### config.mk
export PLATFORM = sky130hd
export DESIGN_NAME = fsd_diffuse
export DESIGN_NICKNAME = d
export VERILOG_FILES = /design/src/rtl/fsd_pkg.sv /design/src/rtl/fsd_diffuse.sv
export SDC_FILE = /design/constraint.sdc
export NUM_CORES = 1
export LEC_CHECK = 0
export BUFFER_PORTS_ARGS = -buffer_cell sky130_fd_sc_hd__buf_4
export CAP_MARGIN = 0
export CORE_ASPECT_RATIO = 0.6
export CORE_UTILIZATION = 56
export CTS_CLUSTER_DIAMETER = 150
export CTS_CLUSTER_SIZE = 16
export DETAILED_ROUTE_END_ITERATION = 10
export GPL_ROUTABILITY_DRIVEN = 0
export PLACE_DENSITY_LB_ADDON = 0.15
export SYNTH_ARGS = -nofsm -noshare
export SYNTH_HDL_FRONTEND = slang
export SYNTH_SLANG_ARGS = --single-unit
### constraint.sdc
create_clock -name clk -period 11.3 [get_ports clk]
set_input_delay 1.13 -clock clk [delete_from_list [all_inputs] [get_ports clk]]
set_output_delay 1.13 -clock clk [all_outputs]
set_load 0.1 [all_outputs]
### src/rtl/fsd_pkg.sv
`timescale 1ns / 1ps

package fsd_pkg;

	localparam int ERR_W = 14;
	localparam int CFG_W = 11;
	localparam int GRAY_W = 8;
	localparam int MAX_WIDTH_DEF = 1024;

	localparam logic [CFG_W-1:0] LINE_WIDTH_RST = 11'd384;
	localparam logic [GRAY_W-1:0] THRESHOLD_RST = 8'd128;

	localparam logic signed [ERR_W:0] Q4_WHITE = 15'sd4080;
	localparam logic signed [ERR_W-1:0] SAT_HI = 14'sh1fff;
	localparam logic signed [ERR_W-1:0] SAT_LO = 14'sh2000;

	typedef logic signed [ERR_W-1:0] err_t;

	typedef enum logic [0:0] {
		CFG_LINE_WIDTH = 1'b0,
		CFG_THRESHOLD  = 1'b1
	} cfg_idx_t;

	typedef struct packed {
		logic [GRAY_W-1:0] gray;
		logic              fs;
		logic              first;
		logic              last;
		logic              has_left;
	} pix_ctl_t;

	typedef struct packed {
		logic left_en;
		logic here_en;
		err_t left_data;
		err_t here_data;
	} wr_req_t;

	function automatic err_t sat14(input logic signed [16:0] x);
		err_t r;
		if (x > 17'sd8191) begin
			r = SAT_HI;
		end else if (x < -17'sd8192) begin
			r = SAT_LO;
		end else begin
			r = x[ERR_W-1:0];
		end
		return r;
	endfunction

endpackage

### src/rtl/fsd_diffuse.sv
`timescale 1ns / 1ps

module fsd_diffuse (
	input  logic                         clk,
	input  logic                         arst_n,
	input  logic                         commit,
	input  fsd_pkg::pix_ctl_t            ctl,
	input  logic [fsd_pkg::GRAY_W-1:0]   threshold,
	input  fsd_pkg::err_t                below,
	output logic                         white,
	output fsd_pkg::wr_req_t             wr
);

	fsd_pkg::err_t           right_error_q;
	fsd_pkg::err_t           bp0_q;
	fsd_pkg::err_t           bp1_q;
	fsd_pkg::err_t           re_eff;
	fsd_pkg::err_t           p0_eff;
	fsd_pkg::err_t           p1_eff;
	fsd_pkg::err_t           bl_eff;
	logic signed [16:0]      sum;
	fsd_pkg::err_t           v;
	fsd_pkg::err_t           thr_q4;
	logic signed [14:0]      e;
	logic signed [17:0]      ex;
	logic signed [17:0]      e3;
	logic signed [17:0]      e5;
	logic signed [17:0]      e7;
	fsd_pkg::err_t           s3;
	fsd_pkg::err_t           s5;
	fsd_pkg::err_t           s7;
	fsd_pkg::err_t           s1;
	fsd_pkg::err_t           left_sum;
	fsd_pkg::err_t           nb0;

	// A frame start clears the carries before this pixel uses them.
	assign re_eff = ctl.fs ? '0 : right_error_q;
	assign p0_eff = ctl.fs ? '0 : bp0_q;
	assign p1_eff = ctl.fs ? '0 : bp1_q;
	assign bl_eff = ctl.first ? '0 : below;

	assign sum = $signed({5'b00000, ctl.gray, 4'b0000})
		+ $signed({{3{re_eff[13]}}, re_eff})
		+ $signed({{3{bl_eff[13]}}, bl_eff});
	assign v = fsd_pkg::sat14(sum);

	assign thr_q4 = $signed({2'b00, threshold, 4'b0000});
	assign white  = (v >= thr_q4);
	assign e      = $signed({v[13], v}) - (white ? fsd_pkg::Q4_WHITE : 15'sd0);

	// Shares are floored by an arithmetic shift of the scaled error.
	assign ex = $signed({{3{e[14]}}, e});
	assign e3 = (ex <<< 1) + ex;
	assign e5 = (ex <<< 2) + ex;
	assign e7 = (ex <<< 3) - ex;
	assign s3 = e3[17:4];
	assign s5 = e5[17:4];
	assign s7 = e7[17:4];
	assign s1 = $signed({{3{e[14]}}, e[14:4]});

	assign left_sum = fsd_pkg::sat14($signed({{3{p0_eff[13]}}, p0_eff})
		+ $signed({{3{s3[13]}}, s3}));
	assign nb0 = fsd_pkg::sat14($signed({{3{p1_eff[13]}}, p1_eff})
		+ $signed({{3{s5[13]}}, s5}));

	assign wr.left_en   = ctl.has_left;
	assign wr.here_en   = ctl.last;
	assign wr.left_data = left_sum;
	assign wr.here_data = nb0;

	always_ff @(posedge clk or negedge arst_n) begin
		if (!arst_n) begin
			right_error_q <= '0;
			bp0_q         <= '0;
			bp1_q         <= '0;
		end else if (commit) begin
			if (ctl.last) begin
				right_error_q <= '0;
				bp0_q         <= '0;
				bp1_q         <= '0;
			end else begin
				right_error_q <= s7;
				bp0_q         <= nb0;
				bp1_q         <= s1;
			end
		end
	end

	a_row_end_clears: assert property (@(posedge clk) disable iff (!arst_n)
		commit && ctl.last |=> right_error_q == '0 && bp0_q == '0 && bp1_q == '0)
		else $error("error carries not cleared at row end");

endmodule

* Word level (Yosys, flattened, before mapping)
Cells that the tools add are included.
** Word-level totals
- Flip-flop bits (word level) :: 42
- Input port bits :: 37
- Output and inout port bits :: 31
- Logic and storage cells :: 32
** Cells by class
- Add/subtract/negate cells :: 8
- Order comparisons :: 7
- Muxes and demuxes :: 14
** Operators by type and width (number)
- $mux W14 :: 13
- $gt A15 B14 Y1 const B :: 2
- $lt A15 B14 Y1 const B :: 2
- $add A17 B15 Y18 :: 1
- $sub A18 B15 Y18 :: 1
- $add A16 B15 Y17 :: 1
- $add A15 B14 Y16 :: 1
- $gt A16 B14 Y1 const B :: 1
- $lt A16 B14 Y1 const B :: 1
- $add A13 B14 Y15 :: 1
- $add A14 B13 Y15 :: 1
- $add A14 B14 Y15 :: 1
- $sub A14 B13 Y15 :: 1
- $ge A14 B13 Y1 :: 1
- $mux W12 :: 1

* Longest topological paths before layout
- Word-level depth :: 15
- Depth in mapped cells :: 51
- Depth with buffers taken out :: 47

* Worst setup path after synthesis
Ideal clock, no wire load.
- Kind :: input-to-output
- Start :: in ctl[3] (netlist bit)
- End :: out wr[3] (netlist bit)
- Data arrival time :: 13.029 ns
- Data required time :: 10.170 ns
- Setup slack :: -2.859 ns
- Stages :: 47
- Buffers on the path :: 2
- Cells stage by stage :: clkbuf_1 > buf_1 > nor2_1 > ha_1 > ha_1 > inv_1 > fa_1 > nand2b_1 > a21oi_2 > o21bai_4 > a31oi_1 > nor2_2 > a21oi_1 > o21ai_0 > inv_1 > ha_1 > nand2_1 > o21ai_0 > (+11 left out) > a21o_1 > a21oi_1 > o211a_1 > nor2_2 > inv_2 > ha_1 > or2_2 > a21oi_1 > a31oi_2 > xnor2_1 > ha_1 > or2_2 > o22a_1 > a31o_2 > a21oi_1 > xnor2_1 > nor2_2 > o21ai_0
** RTL lines
- from (decl) :: RTL line fsd_diffuse.sv:7 : input fsd_pkg::pix_ctl_t ctl,
- to (decl) :: RTL line fsd_diffuse.sv:11 : output fsd_pkg::wr_req_t wr

==> flow_summary.toml <==
[floorplan]
start_util_pct = 57.6
rows = 30
fp.dieH_um = 85.5
die_area_mm2 = 0.0121
die_w_um = 141
io_pins = 68
core-area_mm2 = 0.0113

[finish]
antennaDiodeCount = 0
drive_above_1_share_pct = 25.1
area_delta_synth_final_pct = 26.6
stdcell_count = 1099
num-nets-final = 1086
fill_cells = 870

[yosys]
synth_area_leaders = "ha_1 (19%), dfrtp_1 (15%), xnor2_1 (6.7%)"
syn_inst = 840
synth-seq-cells = 39
yosysUniqueCellTypes = 75
async_reset_ff_share_pct = 100
synth_seq_area_share_pct = 15.0
yosysMostFrequentCell = "nor2_1"
synth.avg_cell_area_um2 = 7.75
syn_area_mm2 = 0.00651
ys_top_cells_by_count = "nor2_1 (104), ha_1 (98), inv_1 (89)"
yosysTopAreaCell = "ha_1"
mappedNetlistNets = 987
synth_flop_cell = "dfrtp_1"
synth_edf_count = 0
synth.top_cell.area_share_pct = 18.8
ys_warn_count = 0

[setup_path]
regToRegSetupSlack_ps = 2160
crit_fanout = 14
crit_type = "input pin to output port"
r2r_cells = 46
cp_top_family = "compound AO/OA/AOI/OAI gates"
worstReg2RegStart = "right_error_q[1]"
required_ps = 10170
cp-end-kind = "output port"
startpoint_type = "input pin"
slowest_delay_ps = 360
cp_num_buf_inv = 5
cp_slowest_cell = "a2111oi_4"
worstReg2RegEnd = "bp0_q[11]"
arrival_ps = 9830

[placed_design]
placement.io_buffers = 65
dp_hpwl_um = 15200
place_inst = 1077
place_ws_ps = -230

[status]
status = "finished clean"

[detailed_routing]
vias_per_cell = 6.08
remaining_drc_errors = 0
vias = 6681
wl_um = 19600
postRouteAntennaNets = 0
wl_per_cell_um = 17.9
drtPass1Iterations = 7
drt-initial-drc-count = 602

[sta]
slew_viol_final = 0
setup_viol = 0
min_period_over_period_pct = 97.0
fmax_ghz = 0.0912
worstMarginPinSlew_ps = 726
setup_slack_ps = 336
min_period_ps = 10960
hold_violations = 0
skew_ps = 12.5
slew_headroom_pct = 51.3

[global_routing]
grt_pass1_wl_um = 31300
grt_pass1_vias = 6319
antenna_found_initial = 0
grt_overflow = 0
grt_max_degree = 42
grt_usage_pct = 32.5

[min_path]
holdPathEnd = "right_error_q[7]"
whs_path_depth = 2
hp-start = "right_error_q[7]"
hold_path.class = "register to register"

[clocking]
cts_made_buffers = 5
path_clk_slew_ps = 60
cts_sinks = 39
ctsHoldBuffers = 0
root_buffer = "clkbuf_16"
htreeDepth = 2
clock_path_buffers = 2
tritoncts = "built"
clock_latency_ps = 300

[flow_run]
cap_violations = 0
==> worst max path at each step <==
stage / startpoint / endpoint / slack, ps / cells after the start
4_1_cts: ctl[3] / wr[4] / 20 / 45
3_5_place_dp: ctl[3] / wr[3] / -230 / 42
6_report: ctl[2] / wr[6] / 340 / 45
2_1_floorplan: ctl[3] / wr[17] / -70 / 44
3_3_place_gp: ctl[3] / wr[10] / 80 / 43
5_1_grt: ctl[3] / wr[1] / -70 / 48
==> final cells by class <==
type | count | area (µm²) | area share, %
Sequential cell | 39 | 976 | 11.8
Inverter | 91 | 342 | 4.15
Clock inverter | 1 | 5.00 | 0.0607
Timing Repair Buffer | 117 | 1020 | 12.3
Clock buffer | 6 | 139 | 1.69
Multi-Input combinational cell | 685 | 5560 | 67.5
Tap cell | 160 | 200 | 2.43
==> layout by cell type (no fill, tap or decap), drive strengths merged, types with 13 or more instances in the layout <==
| cell type | instances |
|---|---|
| a21o | 24 |
| a21oi | 72 |
| buf | 117 |
| dfrtp | 39 |
| ha | 98 |
| inv | 91 |
| nand2 | 34 |
| nand2b | 13 |
| nor2 | 107 |
| nor2b | 21 |
| nor3 | 20 |
| o21ai | 46 |
| o21bai | 13 |
| o22ai | 34 |
| xnor2 | 50 |
| xor2 | 20 |
==> sequential cells by signal (all words and copies together) (netlist names) <==
| signal | count |
|---|---|
| bp0_q | 14 |
| bp1_q | 11 |
| right_error_q | 14 |
==> routing by layer <==
metal,track usage [%],part of all wire (%)
met1,48.5,49
met2,49.4,42
met3,6.09,8.3
met4,4.45,0.85
met5,0,0
==> logic make-up after synthesis <==
kind of cell	share of synthesized area, %
buffers and inverters	6.99
AO/OA/AOI/OAI	28.0
XOR/XNOR	9.42
flip-flops	15.0
multiplexers	0.634
AND/OR/NAND/NOR	16.7
adder cells (fa/ha/maj)	23.3
==> worst register-to-register path, delay by kind of cell, from the launching register on <==
family | cells | cell delay, ps
adders and majority gates | 7 | 1870
and+or+nand+nor | 10 | 1960
AOI/OAI and AO/OA | 23 | 4160
DFF | 1 | 360
xor gates and xnor gates | 2 | 330
buffers and inverters | 4 | 370
==> stage by stage <==
step / instance area (µm²) / utilization [%] / hold WS, ps / setup TNS (ps)
3_3_place_gp: 7690 / 68.0 / 465 / 0
2_1_floorplan: 6860 / - / 443 / -686
3_5_place_dp: 7690 / 68.0 / 469 / -2050
6_report: 8240 / 72.9 / 488 / 0
5_1_grt: 8240 / 72.9 / 531 / -532
4_1_cts: 7940 / 70.3 / 497 / 0
==> what timing repair did <==
item | 4_1_cts | 5_1_grt
setup endpoints to repair | 26 | 28
pin swaps | 3 | 16
setup buffers | 6 | 9
resized for setup | 13 | 62
Power is not shown: default switching activity piles up to over one toggle a cycle in this logic, so the estimate is an artifact.
